## src/sv/fcne_pkg.sv

```systemverilog
// Shared types, codes and the tone timer reload table of the note envelope unit.
package fcne_pkg;

  // Commands carried by an input item.
  localparam logic [1:0] CMD_TICK = 2'd0;
  localparam logic [1:0] CMD_NOTE = 2'd1;
  localparam logic [1:0] CMD_REST = 2'd2;

  // Kinds of result item.
  localparam logic [1:0] KIND_TICK = 2'd0;
  localparam logic [1:0] KIND_NOTE = 2'd1;
  localparam logic [1:0] KIND_REST = 2'd2;

  // Envelope phases; the unused code zero behaves as decay.
  localparam logic [1:0] PH_ATTACK = 2'd1;
  localparam logic [1:0] PH_HOLD   = 2'd2;
  localparam logic [1:0] PH_DECAY  = 2'd3;

  localparam int          WORD_BITS  = 31;
  localparam logic [30:0] WORD_RESET = 31'd543162304;
  localparam int          TABLE_LEN  = 48;
  localparam int          SEMITONES  = 12;

  typedef logic [WORD_BITS-1:0] env_word_t;

  // Envelope state of one channel, apart from the duration counter.
  typedef struct packed {
    logic [1:0] phase;
    logic [6:0] level;
    logic [6:0] hold_left;
  } chan_state_t;

  // Pitch of a started note.
  typedef struct packed {
    logic [7:0] reload;
    logic [2:0] octave;
  } pitch_res_t;

  localparam logic [7:0] RELOAD_TABLE [TABLE_LEN] = '{
    8'd239, 8'd225, 8'd213, 8'd201, 8'd190, 8'd179, 8'd169, 8'd159,
    8'd151, 8'd142, 8'd134, 8'd127, 8'd119, 8'd113, 8'd106, 8'd100,
    8'd95,  8'd89,  8'd84,  8'd80,  8'd75,  8'd71,  8'd67,  8'd63,
    8'd60,  8'd56,  8'd53,  8'd50,  8'd47,  8'd45,  8'd42,  8'd40,
    8'd38,  8'd36,  8'd34,  8'd32,  8'd30,  8'd28,  8'd27,  8'd25,
    8'd24,  8'd22,  8'd21,  8'd20,  8'd19,  8'd18,  8'd17,  8'd16
  };

endpackage

```

## src/sv/fcne_tick_unit.sv

```systemverilog
// Envelope step of one channel for one tick, shared by all channels in turn.
module fcne_tick_unit
  import fcne_pkg::*;
#(
  parameter int DURATION_BITS = 16
) (
  input  env_word_t                word,
  input  chan_state_t              cur,
  input  logic [DURATION_BITS-1:0] remaining,
  output chan_state_t              nxt,
  output logic [DURATION_BITS-1:0] remaining_next,
  output logic                     written
);

  logic [6:0]               want;
  logic [6:0]               attack;
  logic [6:0]               hold;
  logic [6:0]               decay;
  logic [7:0]               sum;
  logic [DURATION_BITS-1:0] hold_wide;

  assign want      = word[6:0];
  assign attack    = word[13:7];
  assign hold      = word[20:14];
  assign decay     = word[27:21];
  assign sum       = {1'b0, cur.level} + {1'b0, attack};
  assign hold_wide = {{(DURATION_BITS-7){1'b0}}, hold};

  always_comb begin
    remaining_next = (remaining != '0) ? remaining - 1'b1 : remaining;
    nxt            = cur;
    written        = 1'b0;
    priority if (cur.phase == PH_ATTACK) begin
      written = 1'b1;
      if (sum >= {1'b0, want}) begin
        nxt.phase     = PH_HOLD;
        nxt.level     = want;
        nxt.hold_left = (remaining_next < hold_wide) ? remaining_next[6:0] : hold;
      end else begin
        nxt.level = sum[6:0];
      end
    end else if (cur.phase == PH_HOLD) begin
      if (cur.hold_left == '0) begin
        nxt.phase = PH_DECAY;
      end else begin
        nxt.hold_left = cur.hold_left - 1'b1;
      end
    end else if (cur.level != '0) begin
      // A zero decay step still takes one off per tick.
      written = 1'b1;
      if (cur.level > decay) begin
        nxt.level = cur.level - decay - ((decay == '0) ? 7'd1 : 7'd0);
      end else begin
        nxt.level = '0;
      end
    end
  end

endmodule

```

## src/sv/fcne_pitch_unit.sv

```systemverilog
// Octave search for a new note, one semitone octave per cycle, then the table lookup.
module fcne_pitch_unit
  import fcne_pkg::*;
(
  input  logic        clk,
  input  logic        rst,
  input  logic        start,
  input  logic [2:0]  base_octave,
  input  logic [7:0]  height,
  output logic        done,
  output pitch_res_t  res
);

  logic              busy;
  logic [2:0]        octave;
  logic signed [9:0] h;
  logic signed [9:0] idx;
  logic [5:0]        idx_clamped;

  assign idx = h + 10'sd12;

  always_comb begin
    priority if (idx < 10'sd0) begin
      idx_clamped = '0;
    end else if (idx > 10'(TABLE_LEN - 1)) begin
      idx_clamped = 6'(TABLE_LEN - 1);
    end else begin
      idx_clamped = idx[5:0];
    end
  end

  always_ff @(posedge clk) begin
    if (rst) begin
      busy <= 1'b0;
      done <= 1'b0;
    end else if (start) begin
      busy   <= 1'b1;
      done   <= 1'b0;
      octave <= base_octave;
      h      <= {{2{height[7]}}, height};
    end else if (busy) begin
      if (!h[9] && octave != '0) begin
        octave <= octave - 1'b1;
        h      <= h - 10'(SEMITONES);
      end else begin
        busy       <= 1'b0;
        done       <= 1'b1;
        res.octave <= octave;
        res.reload <= RELOAD_TABLE[idx_clamped];
      end
    end
  end

endmodule

```

## src/sv/four_channel_note_envelope.sv

```systemverilog
// Four-channel note envelope and pitch unit: sequencer, channel state and output register.
// A tick item steps the channels in turn, each channel going through
// the single shared envelope step unit, and gives one result item per channel.
// A note item runs the iterative octave search and then the table lookup; a note item
// and a rest item each give one result item. The input is ready only when idle.
// Synchronous active-high reset: all channels in decay, level, duration and hold zero,
// and every envelope word at its default; no result item is pending after reset.
module four_channel_note_envelope
  import fcne_pkg::*;
#(
  parameter int CHANNELS      = 4,
  parameter int DURATION_BITS = 16
) (
  input  logic        clk,
  input  logic        rst,
  // Configuration write channel.
  input  logic        cfg_valid,
  output logic        cfg_ready,
  input  logic [1:0]  cfg_index,
  input  logic [30:0] cfg_data,
  // Input items.
  input  logic        in_valid,
  output logic        in_ready,
  input  logic [1:0]  command,
  input  logic [1:0]  channel,
  input  logic [7:0]  pitch_height,
  input  logic [15:0] note_length,
  // Result items.
  output logic        out_valid,
  input  logic        out_ready,
  output logic [1:0]  result_kind,
  output logic [1:0]  out_channel,
  output logic [6:0]  volume_level,
  output logic        volume_written,
  output logic [7:0]  timer_reload,
  output logic [2:0]  octave_select,
  output logic        last_result
);

  localparam int CW = (CHANNELS > 1) ? $clog2(CHANNELS) : 1;
  localparam logic [CW-1:0] LAST_CH = CW'(CHANNELS - 1);

  typedef enum logic [2:0] {
    S_IDLE,
    S_TICK,
    S_NOTE_START,
    S_NOTE_WAIT,
    S_REST
  } state_t;

  state_t state;

  // Per-channel state; each array is only ever read at the one selected channel.
  env_word_t                env_word  [CHANNELS];
  logic [1:0]               phase     [CHANNELS];
  logic [6:0]               level     [CHANNELS];
  logic [DURATION_BITS-1:0] remaining [CHANNELS];
  logic [6:0]               hold_left [CHANNELS];

  // Latched item.
  logic [1:0]               ch_r;
  logic [7:0]               height_r;
  logic [DURATION_BITS-1:0] len_r;
  logic [CW-1:0]            cnt;

  logic [CW+1:0]            ch_wide;
  logic [CW+1:0]            cnt_wide;
  logic [CW+1:0]            cfg_wide;
  logic [CW-1:0]            sel;
  logic [DURATION_BITS+15:0] len_wide;
  logic                     channel_ok;
  logic                     cfg_ok;
  logic                     out_free;

  chan_state_t              cur;
  chan_state_t              nxt;
  logic [DURATION_BITS-1:0] remaining_next;
  logic                     tick_written;

  logic                     pitch_start;
  logic                     pitch_done;
  pitch_res_t               pitch_res;

  assign ch_wide    = {{CW{1'b0}}, ch_r};
  assign cnt_wide   = {2'b00, cnt};
  assign cfg_wide   = {{CW{1'b0}}, cfg_index};
  assign len_wide   = {{DURATION_BITS{1'b0}}, note_length};
  assign channel_ok = ({{CW{1'b0}}, channel} < (CW+2)'(CHANNELS));
  assign cfg_ok     = (cfg_wide < (CW+2)'(CHANNELS));

  // One channel is in focus at a time: the tick counter or the addressed channel.
  assign sel = (state == S_TICK) ? cnt : ch_wide[CW-1:0];

  assign cur.phase     = phase[sel];
  assign cur.level     = level[sel];
  assign cur.hold_left = hold_left[sel];

  assign cfg_ready   = (state == S_IDLE);
  assign in_ready    = (state == S_IDLE);
  assign out_free    = !out_valid || out_ready;
  assign pitch_start = (state == S_NOTE_START);

  fcne_tick_unit #(
    .DURATION_BITS(DURATION_BITS)
  ) u_tick (
    .word          (env_word[sel]),
    .cur           (cur),
    .remaining     (remaining[sel]),
    .nxt           (nxt),
    .remaining_next(remaining_next),
    .written       (tick_written)
  );

  fcne_pitch_unit u_pitch (
    .clk        (clk),
    .rst        (rst),
    .start      (pitch_start),
    .base_octave(env_word[sel][30:28]),
    .height     (height_r),
    .done       (pitch_done),
    .res        (pitch_res)
  );

  always_ff @(posedge clk) begin
    if (rst) begin
      state     <= S_IDLE;
      out_valid <= 1'b0;
      cnt       <= '0;
      for (int i = 0; i < CHANNELS; i++) begin
        env_word[i]  <= WORD_RESET;
        phase[i]     <= PH_DECAY;
        level[i]     <= '0;
        remaining[i] <= '0;
        hold_left[i] <= '0;
      end
    end else begin
      if (out_valid && out_ready) begin
        out_valid <= 1'b0;
      end

      // Configuration is written only while the block is idle.
      if (cfg_valid && cfg_ready && cfg_ok) begin
        env_word[cfg_wide[CW-1:0]] <= cfg_data;
      end

      unique case (state)
        S_IDLE: begin
          if (in_valid) begin
            ch_r     <= channel;
            height_r <= pitch_height;
            len_r    <= len_wide[DURATION_BITS-1:0];
            cnt      <= '0;
            // Command three, and a note or rest for a channel that does not exist, give no result.
            priority if (command == CMD_TICK) begin
              state <= S_TICK;
            end else if (command == CMD_NOTE && channel_ok) begin
              state <= S_NOTE_START;
            end else if (command == CMD_REST && channel_ok) begin
              state <= S_REST;
            end else begin
              state <= S_IDLE;
            end
          end
        end

        S_TICK: begin
          if (out_free) begin
            phase[sel]     <= nxt.phase;
            level[sel]     <= nxt.level;
            hold_left[sel] <= nxt.hold_left;
            remaining[sel] <= remaining_next;
            out_valid      <= 1'b1;
            result_kind    <= KIND_TICK;
            out_channel    <= cnt_wide[1:0];
            volume_level   <= nxt.level;
            volume_written <= tick_written;
            timer_reload   <= '0;
            octave_select  <= '0;
            last_result    <= (cnt == LAST_CH);
            if (cnt == LAST_CH) begin
              state <= S_IDLE;
            end else begin
              cnt <= cnt + 1'b1;
            end
          end
        end

        S_NOTE_START: begin
          state <= S_NOTE_WAIT;
        end

        S_NOTE_WAIT: begin
          if (pitch_done && out_free) begin
            phase[sel]     <= PH_ATTACK;
            remaining[sel] <= len_r;
            out_valid      <= 1'b1;
            result_kind    <= KIND_NOTE;
            out_channel    <= ch_r;
            volume_level   <= cur.level;
            volume_written <= 1'b0;
            timer_reload   <= pitch_res.reload;
            octave_select  <= pitch_res.octave;
            last_result    <= 1'b1;
            state          <= S_IDLE;
          end
        end

        S_REST: begin
          if (out_free) begin
            // The stored level stays; only the reported volume is silent.
            phase[sel]     <= PH_DECAY;
            remaining[sel] <= len_r;
            out_valid      <= 1'b1;
            result_kind    <= KIND_REST;
            out_channel    <= ch_r;
            volume_level   <= '0;
            volume_written <= 1'b1;
            timer_reload   <= '0;
            octave_select  <= '0;
            last_result    <= 1'b1;
            state          <= S_IDLE;
          end
        end

        default: begin
          state <= S_IDLE;
        end
      endcase
    end
  end

endmodule

```

## config.mk

```make
export PLATFORM = sky130hd
export DESIGN_NAME = four_channel_note_envelope
export DESIGN_NICKNAME = d
export VERILOG_FILES = /design/src/sv/fcne_pkg.sv /design/src/sv/fcne_tick_unit.sv /design/src/sv/fcne_pitch_unit.sv /design/src/sv/four_channel_note_envelope.sv
export SDC_FILE = /design/constraint.sdc
export NUM_CORES = 1
export LEC_CHECK = 0
export ABC_AREA = 1
export CAP_MARGIN = 10
export CORE_ASPECT_RATIO = 1.5
export CORE_MARGIN = 4
export CORE_UTILIZATION = 41
export DETAILED_ROUTE_END_ITERATION = 10
export DONT_BUFFER_PORTS = 1
export SLEW_MARGIN = 20
export SYNTH_ARGS = -nofsm -noshare
export SYNTH_HDL_FRONTEND = slang
export SYNTH_HIERARCHICAL = 1
export SYNTH_SLANG_ARGS = --single-unit
```

## constraint.sdc

```tcl
create_clock -name clk -period 10.23 [get_ports clk]
set_input_delay 1.023 -clock clk [delete_from_list [all_inputs] [get_ports clk]]
set_output_delay 1.023 -clock clk [all_outputs]
set_load 0.005 [all_outputs]
```

# After elaboration in Yosys (flattened, before gate mapping)
# Memories as Yosys holds them, arrays and structs flattened. A register that Yosys moved wholly into a read port is not among the register bits.
# Cells that the tools add are included.
dict set report totals {
  regBits 74
  ram_bits 252
  rom_bits 512
  input_bits 66
  out_inout_bits 27
  elab_cells 203
  n_memories 6
}
# memory depth width rd rd_clocked_by_memory_dff write_ports line
set memory_table {}
lappend memory_table {{(no name shown)} 64 8 1 1 0 fcne_pitch_unit.sv:49} ;# res.reload <= RELOAD_TABLE[idx_clamped];
lappend memory_table {env_word 4 31 1 0 4 four_channel_note_envelope.sv:54} ;# env_word_t env_word [CHANNELS];
lappend memory_table {remaining 4 16 1 0 4 four_channel_note_envelope.sv:57} ;# logic [DURATION_BITS-1:0] remaining [CHANNELS];
lappend memory_table {hold_left 4 7 1 0 4 four_channel_note_envelope.sv:58} ;# logic [6:0] hold_left [CHANNELS];
lappend memory_table {level 4 7 1 0 4 four_channel_note_envelope.sv:56} ;# logic [6:0] level [CHANNELS];
lappend memory_table {phase 4 2 1 0 4 four_channel_note_envelope.sv:55} ;# logic [1:0] phase [CHANNELS];
dict set report op_classes {
  n_addsub 9
  order_cmp 6
  eq_ne 16
  n_mux 105
  bitwise_logic 8
  n_reduce_logical 35
}
# op count
set ops {}
lappend ops {{7-bit two-way mux} 13}
lappend ops {{16-bit two-way mux} 5}
lappend ops {{2-bit two-way mux} 21}
lappend ops {{1-bit two-way mux} 36}
lappend ops {{3-bit two-way mux} 12}
lappend ops {{31-bit two-way mux} 1}
lappend ops {{31-bit OR reduction} 1}
lappend ops {{10-bit two-way mux} 3}
lappend ops {{7-bit case mux with 3 select lines} 1}
lappend ops {{16-bit by 7-bit < comparator with 1-bit output} 1}
lappend ops {{8-bit two-way mux} 2}
lappend ops {{8-bit case mux with 2 select lines} 1}
lappend ops {{16-bit nonzero test} 1}
lappend ops {{16-bit OR reduction} 1}
lappend ops {{16-bit by 1-bit subtractor with 16-bit output, second input constant} 1}
lappend ops {{3-bit case mux with 5 select lines} 1}
lappend ops {{7-bit zero test} 2}
lappend ops {{7-bit OR reduction} 2}
lappend ops {{7-bit subtractor} 2}
lappend ops {{6-bit two-way mux} 2}
lappend ops {{2-bit case mux with 3 select lines} 2}
lappend ops {{4-bit AND reduction} 3}
lappend ops {{10-bit by 5-bit adder with 10-bit output, second input constant} 1}
lappend ops {{10-bit by 7-bit greater-than comparator with 1-bit output, second input constant} 1}
lappend ops {{35 further kinds} 63}

# Depth between registers and ports, before layout
# Gate-level depths: netlist (run 1).
# An unclocked memory read counts as a cell.
dict set report depth {
  word_depth 13
  ltp_mapped 32
  depth_no_buf 30
}

# By module
# The synthesis (run 1) kept the hierarchy.
# module instances cells_per_inst area_per_inst_um2
set by_module_without_submodules {}
lappend by_module_without_submodules {four_channel_note_envelope 1 1328 13754.4}
lappend by_module_without_submodules {fcne_tick_unit 1 464 2553.7}
lappend by_module_without_submodules {fcne_pitch_unit 1 248 2025.7}

# Least setup slack after synthesis (run 1)
# No wires, ideal clock.
dict set report synth_timing {
  path_kind {flip-flop to flip-flop}
  startpoint {register state[2]}
  endpoint {memory phase[1][0], data pin}
  setup_ns 0.257
  arrival_time_ns 3.963
  t_required_ns 9.973
  setup_slack_ns 6.009
  path_stages_with_launch 29
  n_path_buf 3
  path_cell_list {dfxtp_1 -> inv_2 -> nand2_1 -> nor2_2 -> nand2_1 -> nand2_2 -> buf_6 -> buf_2 -> a21oi_1 -> o21ai_0 -> o21ai_1 -> ha_1 -> fa_1 -> a21oi_1 -> o21bai_1 -> a21oi_1 -> o21bai_1 -> xnor2_1 -> inv_1 -> ha_1 -> nand4_1 -> or2_2 -> nand2_1 -> buf_6 -> o21ai_0 -> inv_1 -> nand3_1 -> nor2_1 -> nand2_1}
}
# item line
set synth_lines {}
lappend synth_lines {{start: declaration} four_channel_note_envelope.sv:51} ;# state_t state;
lappend synth_lines {{start signal: assignment} four_channel_note_envelope.sv:126} ;# state <= S_IDLE;
lappend synth_lines {{start signal: assignment} four_channel_note_envelope.sv:155} ;# state <= S_TICK;
lappend synth_lines {{start signal: assignment} four_channel_note_envelope.sv:157} ;# state <= S_NOTE_START;
lappend synth_lines {{end: declaration} four_channel_note_envelope.sv:55}

==> run_results.csv, run 1 <==
group,metric,value,unit
logic_synthesis,synth_fa_ha_area_share,3.97,%
drt,ant_nets,0,
timing,slew_violations,0,
timing,setup_viol,0,
logic_synthesis,yosysWarnings,6,
logic_synthesis,async_flop_share,0,%
floorplanning,die_x,181,um
setup_path,critical_path.endpoint,"level[3][3]",
placement,portBuffers,0,
final_layout,final_nets,2133,
final_layout,fin_area,19900,um2
clock_network,clockRootBuffer,"clkbuf_16",
global_route,antenna_found_initial,1,
drt,drt-total-wl,47400,um
logic_synthesis,synth.most_common_cell,"nand2_1",
logic_synthesis,synth.area.mux_share,0,%
power,p_int,3430,uW
global_route,grt_start_max_net_pins,81,
drt,wire_per_inst,18.1,um
logic_synthesis,synthCells,2040,
floorplanning,initial_core_util,41.6,%
setup_path,cp.arrival,6.42,ns
power,switching_share,44.9,%
global_route,grtUsageTotal,19.2,%
setup_path,reg2reg_slack,4.06,ns
logic_synthesis,synth_fp_nets,2163,
clock_network,clk_pin_slew,0.06,ns
setup_path,path_max_fanout,78,
setup_path,crit_type,"register to register",
global_route,grt_pass1_wl,73800,um
drt,vias,13642,
logic_synthesis,synth_seq_cells,334,
logic_synthesis,synth_flop_cell,"edfxtp_1",
setup_path,cp.depth,25,
setup_path,worst-path-buf-inv,8,
setup_path,worst_path_max_delay_cell,"buf_4",
setup_path,crit_start,"state[1]",
power,seqPwrFrac,29.6,%
logic_synthesis,synth_edf_count,326,
logic_synthesis,synth_top_family_by_area,"simple AND/OR/NAND/NOR gates",
floorplanning,fp.dieH,267,um
setup_path,critPathTopFamily,"simple AND/OR/NAND/NOR gates",
final_layout,stdcell_count,2612,
clock_network,postCtsSetupBuffers,0,
logic_synthesis,synth.avg_cell_area,8.99,um2
setup_path,r2r-end,"level[3][3]",
clock_network,cts_tree,"yes",
logic_synthesis,synth_top_area_share,53.4,%
setup_path,critical-path-max-stage-delay,0.68,ns
power,power_leakage,0.00816,uW
logic_synthesis,seq_area_frac_synth,54.3,%
clock_network,numCtsBuffers,36,
drt,firstDrtPassIters,6,
run_status,status,"complete, no violations",
setup_path,cp_data_required_time,10.48,ns
global_route,grt_overflow_total,0,
floorplanning,io_pins,93,
power,p_comb_share,49.6,%
logic_synthesis,synth_commonest_cells,"nand2_1 (358), edfxtp_1 (326), nor2_1 (309), inv_1 (296), o21ai_0 (136)",
timing,setup_tns,0,ns
clock_network,htree_num_levels,2,
setup_path,crit-reg2reg-launch,"state[1]",
setup_path,critPathMostFrequentCell,"inv_1",
global_route,grt_pass1_vias,13478,
timing,slew_headroom,27.2,%
clock_network,clk_latency,0.54,ns
logic_synthesis,synthXorXnorAreaFrac,0.996,%
drt,viasPerCell,5.22,
timing,max_freq,162,MHz
global_route,grt.met2_usage,35.8,%
final_layout,postLayoutCoreUtil,45.1,%
power,peakVddDrop,0.141,mV
final_layout,syn2layout_area_growth,8.56,%
worst_hold_path,hold_path_class,"register to register",
timing,finalCriticalPeriod,6.17,ns
setup_path,reg2reg_depth,25,
global_route,busiest_layer,"met2",
timing,finalHoldViolCount,0,
drt,drc,0,
placement,dpl.hpwl,32900,um
floorplanning,coreArea,44100,um2
placement,dp_cells,2548,
logic_synthesis,synth_area_leaders,"edfxtp_1 (53%), nand2_1 (7.3%), nor2_1 (6.3%)",
floorplanning,dieArea,48200,um2
clock_network,clock_path_buffers,3,
timing,fin_worst_skew,0.0297,ns
final_layout,num_antenna_cells,0,
power,p_switching,2790,uW
power,clkPwrFrac,20.8,%
logic_synthesis,synth_top_cell_by_area,"edfxtp_1",
power,power,6220,uW
final_layout,nFillCells,4251,
timing,fin_crit_sh,60.3,%
logic_synthesis,synth_compound_area_share,10.0,%
setup_path,cp-start-kind,"register",
clock_network,cts_resized,0,
placement,gp_congestion,0.915,
power,powerDensity,313,nW/um2
drt,drtIter0Drc,1085,
logic_synthesis,synthSimpleGateAreaFrac,22.0,%
setup_path,worstSetupEndpointType,"register",
final_layout,drive_above_1_share,9.28,%
global_route,grtUsageMet1,23.0,%
flow_run,drv_cap,0,
placement,placed_cell_area,18700,um2
clock_network,hold_buffers,0,
timing,rsz0062_at_grt,"no",
clock_network,clock_sinks,334,
global_route,use_met3,2.28,%
logic_synthesis,ys_types,52,
timing,worst_pin_slew,1.09,ns
floorplanning,fp-row-count,94,
logic_synthesis,synth_area,18300,um2
sequential cells by signal, summed over array words and instances (netlist names):
signal,count
remaining,64
out_channel,2
out_valid,1
level,28
u_pitch/busy,1
hold_left,28
u_pitch/res,11
height_r,8
octave_select,3
u_pitch/done,1
u_pitch/octave,3
volume_written,1
u_pitch/h,10
volume_level,7
timer_reload,8
phase,8
ch_r,2
env_word,124
state,3
len_r,16
result_kind,2
cnt,2
last_result,1
metrics by stage:
stage / hold slack, ns / worst slack, ns
finish: 0.487 / 4.06
global route: 0.508 / 3.48
global placement: 0.460 / 4.44
CTS: 0.499 / 4.16
floorplan: 0.426 / 6.01
detailed placement: 0.493 / 4.18
area by class of cell:
class	count	area [um2]	area share, %
Sequential cell	334	9950	50.0
Inverter	313	1180	5.91
Multi-Input combinational cell	1315	6820	34.3
Clock buffer	45	977	4.91
Clock inverter	19	183	0.918
Timing Repair Buffer	10	75.1	0.377
Tap cell	576	721	3.62
cells in the final DEF, fill, tap and decap left out, types with 13 or more instances in the layout:
master / instances
edfxtp_1: 326
ha_1: 55
nand3_1: 97
nand2_1: 356
clkbuf_16: 38
nor2_2: 14
nand2_2: 28
inv_1: 296
xor2_1: 15
nor3_1: 13
o21ai_0: 136
o21ai_1: 67
inv_2: 14
nor2_1: 309
a21oi_1: 97
o21ai_2: 17
per-layer routing:
layer | routed length (um) | up-vias | share of wire [%]
li1 | - | 6637 | -
met2 | 24800 | 378 | 52
met3 | 1940 | 88 | 4.1
met5 | 0 | - | 0
met1 | 19300 | 6539 | 41
met4 | 1330 | 0 | 2.8
worst min-delay path by stage:
stage,startpoint,to,depth (start not counted)
after global routing,u_pitch/octave[1],u_pitch/res[1],0
after floorplan,u_pitch/octave[1],u_pitch/res[1],0
final,u_pitch/octave[1],u_pitch/res[1],0
after detailed placement,u_pitch/busy,u_pitch/busy,2
after CTS,u_pitch/octave[1],u_pitch/res[1],0
after global placement,u_pitch/busy,u_pitch/busy,2
logic make-up after synthesis:
| group | count (synthesis) |
|---|---|
| adder cells (fa/ha/maj) | 57 |
| AND/OR/NAND/NOR | 896 |
| flip-flops | 334 |
| XOR/XNOR | 20 |
| AO/OA/AOI/OAI | 342 |
| buffers and inverters | 391 |
worst register-to-register path, cell delays in order (launching register included):
cell and delay (ns):
dfxtp_1 0.47, inv_2 0.12, nand3_2 0.17, nand2_2 0.24, nand2_4 0.40, buf_4 0.65, buf_4 0.73, nand2_1 0.15
nand3_1 0.13, and2_1 0.26, ha_1 0.28, inv_1 0.11, o21bai_1 0.10, xnor2_1 0.20, inv_1 0.08, ha_1 0.30
inv_1 0.07, o2111ai_1 0.14, nor2_1 0.20, nand2_1 0.30, inv_1 0.33, nand2_1 0.09, nand3_1 0.11, nand2_1 0.09
inv_1 0.12, nor2_1 0.07
power groups by stage:
stage / clock, uW / combinational [uW] / sequential, uW
2_1_floorplan: 0 / 2330 / 1840
3_3_place_gp: 0 / 3000 / 1870
3_5_place_dp: 0 / 3060 / 1870
4_1_cts: 1320 / 3070 / 1840
5_1_grt: 1380 / 3490 / 1860
6_report: 1300 / 3090 / 1840
No activity file was read; power rests on OpenSTA's default activity.
==> inputs of run 2 (changes only) <==
Settings changed: ABC_AREA 1 to 0.
Clock period 10.23 ns to 4.95 ns, I/O delays scaled along.
==> run 2 against run 1 <==
Global-route usage shrank 0.20 points. Critical path depth fell by 5. Final area increased by 6.0%. Clock power grew 92%. Sequential share of layout area fell by 2.8 points. Routed wire length shrank 3.4%. Power grew 18%. Area after synthesis decreased by 1.5%. Clock skew decreased by 0.0060 ns. Register-to-register slack got worse by 4.1 ns. Critical path type unchanged. Critical endpoint is now hold_left[1][0].
==> run_results.csv, run 2 <==
group,metric,value,unit
run_status,status,"complete, no violations",
logic_synthesis,seq_area_frac_synth,55.1,%
drt,ant_nets,0,
final_layout,final_nets,1681,
final_layout,layout_commonest_cell,"edfxtp_1",
floorplanning,initial_core_util,41.7,%
clock_network,clk_pin_slew,0.06,ns
timing,rsz0062_at_grt,"yes",
logic_synthesis,synth_flop_cell,"edfxtp_1",
logic_synthesis,synth.avg_cell_area,12.2,um2
worst_hold_path,hold_depth,1,
logic_synthesis,yosysWarnings,6,
flow_run,drv_cap,0,
setup_path,crit-reg2reg-launch,"state[1]",
setup_path,crit_start,"state[1]",
clock_network,htree_num_levels,2,
final_layout,final_cell_mix,"edfxtp_1 (326), mux2i_1 (176), and2_1 (129)",
clock_network,clk_latency,0.53,ns
floorplanning,fp.dieH,265,um
drt,drc,0,
worst_hold_path,hold_path_class,"primary input to register",
drt,drtIter0Drc,654,
drt,drt-total-wl,45800,um
final_layout,largest_reg_flops,124,
setup_path,reg2reg_slack,0.003,ns
setup_path,cp-start-kind,"register",
drt,viasPerCell,5.49,
placement,pre_cts_slack,-0.102,ns
placement,gp_congestion,0.870,
global_route,grtUsageMet1,22.8,%
timing,worst_slack,0.00284,ns
logic_synthesis,synth_top_area_share,54.2,%
global_route,busiest_layer,"met2",
clock_network,clockRootBuffer,"clkbuf_16",
final_layout,nFillCells,3894,
logic_synthesis,async_flop_share,0,%
timing,fin_crit_sh,99.9,%
floorplanning,coreArea,43300,um2
final_layout,largestRegisters,"env_word x124, remaining x64",
floorplanning,die_x,179,um
final_layout,num_antenna_cells,0,
setup_path,r2r-end,"hold_left[1][0]",
timing,worst_pin_slew,1.07,ns
logic_synthesis,synth.most_common_cell,"edfxtp_1",
timing,slew_violations,0,
global_route,antenna_found_initial,1,
drt,vias,11797,
final_layout,postLayoutCoreUtil,48.7,%
global_route,grt.met2_usage,34.4,%
timing,fin_worst_skew,0.0237,ns
power,peakVddDrop,0.275,mV
logic_synthesis,synth_commonest_cells,"edfxtp_1 (326), mux2i_1 (205), and2_1 (129), nand2_1 (88), nand2b_1 (75)",
logic_synthesis,synth_top_cell_by_area,"edfxtp_1",
setup_path,cp.arrival,5.22,ns
clock_network,clock_sinks,334,
setup_path,cp_data_required_time,5.23,ns
logic_synthesis,synth_area,18100,um2
timing,finalHoldViolCount,0,
power,powerDensity,350,nW/um2
timing,slew_headroom,28.4,%
clock_network,cts_tree,"yes",
final_layout,top_register,"env_word",
floorplanning,dieArea,47600,um2
power,power,7370,uW
final_layout,drive_above_1_share,17.7,%
timing,finalCriticalPeriod,4.95,ns
global_route,grt_pass1_wl,70100,um
logic_synthesis,synth_area_leaders,"edfxtp_1 (54%), mux2i_1 (11%), and2_1 (4.5%)",
clock_network,numCtsBuffers,36,
logic_synthesis,ys_types,92,
global_route,grtUsageTotal,19.0,%
logic_synthesis,synth_fp_nets,1606,
global_route,use_met3,3.55,%
global_route,grt_overflow_total,0,
drt,wire_per_inst,21.3,um
logic_synthesis,synthCells,1483,
setup_path,path_max_fanout,8,
floorplanning,io_pins,93,
clock_network,clock_path_buffers,3,
placement,dpl.hpwl,30800,um
worst_hold_path,hp-start,"rst",
worst_hold_path,hold_end,"cnt[1]",
setup_path,worstSetupEndpointType,"register",
logic_synthesis,synth_edf_count,326,
timing,setup_tns,0,ns
placement,portBuffers,0,
setup_path,crit_type,"register to register",
logic_synthesis,synth_seq_cells,334,
final_layout,syn2layout_area_growth,16.7,%
timing,setup_viol,0,
drt,firstDrtPassIters,5,
floorplanning,fp-row-count,93,
power,power_leakage,0.00778,uW
setup_path,reg2reg_depth,20,
global_route,grt_start_max_net_pins,34,
timing,max_freq,202,MHz
global_route,grt_pass1_vias,12217,
[run 2: cells by family after synthesis]
logic type / Yosys count / synth area share, %
AOI/OAI and AO/OA: 242 / 9.08
xor gates and xnor gates: 33 / 1.70
adders and majority gates: 57 / 4.03
buffers and inverters: 144 / 3.40
DFF: 334 / 55.1
muxes: 214 / 12.0
and+or+nand+nor: 459 / 14.7
[run 2: timing repair]
action,in CTS,in global routing
pin swaps,1,30
hold endpoints to repair,0,0
endpoints found under the setup margin,39,60
gates cloned,2,2
setup buffers,6,17
gates resized for setup,9,70
hold buffers,0,0
[run 2: metal layers]
metal	part of all wire, %	routed length, um	vias up
li1	-	-	5634
met2	53	24100	267
met5	0.028	13	-
met4	2.5	1160	2
met3	4.7	2160	76
met1	40	18300	5818
[run 2: final cells by class]
type | instances | area, um2 | share of cell area, %
clock buffers | 48 | 967 | 4.59
inverters | 61 | 229 | 1.09
clock inverters | 12 | 82.6 | 0.392
well taps | 570 | 713 | 3.38
repair buffers | 118 | 1050 | 5.00
flip-flops and latches | 334 | 9950 | 47.2
multi-input cells | 1007 | 8090 | 38.4
[run 2: power by group]
| part | switching (uW) | total, uW | internal (uW) | leakage, uW |
|---|---|---|---|---|
| clock network | 1080 | 2490 | 1420 | 0.000505 |
| registers | 50.7 | 3300 | 3250 | 0.00312 |
| logic | 873 | 1570 | 701 | 0.00415 |
| total | 2000 | 7370 | 5370 | 0.00778 |
[run 2: how the worst max path moves through the flow]
stage                           end  slack [ns]
detailed placement  volume_level[3]       -0.10
floorplan           hold_left[0][0]       -0.13
CTS                 hold_left[2][0]       0.003
global placement    volume_level[3]       -0.06
global route        hold_left[1][0]       -0.23
finish              hold_left[1][0]       0.003
[run 2: metrics by stage]
step | std cells | hold WS (ns) | area (um2)
after floorplan | 1483 | 0.426 | 18200
after detailed placement | 2063 | 0.473 | 19300
after global placement | 2063 | 0.468 | 19300
after CTS | 2131 | 0.00917 | 20500
final | 2150 | 0.0421 | 21100
after global routing | 2150 | 0.0176 | 21100
[run 2: worst max-delay path, cell delays in order (launching register included)]
cell and delay [ns]:
dfxtp_2 0.32, or3b_4 0.45, mux2_8 0.44, buf_8 0.17, mux2i_2 0.19, mux2i_2 0.14
nor4_4 0.33, buf_4 0.18, nand3_2 0.10, o211ai_1 0.23, nand2_1 0.14, ha_4 0.24
a21oi_2 0.15, nand2_1 0.08, o311a_1 0.33, nor4b_2 0.28, buf_4 0.22, buf_6 0.12
mux2i_2 0.24, o221ai_2 0.15, and2_1 0.18
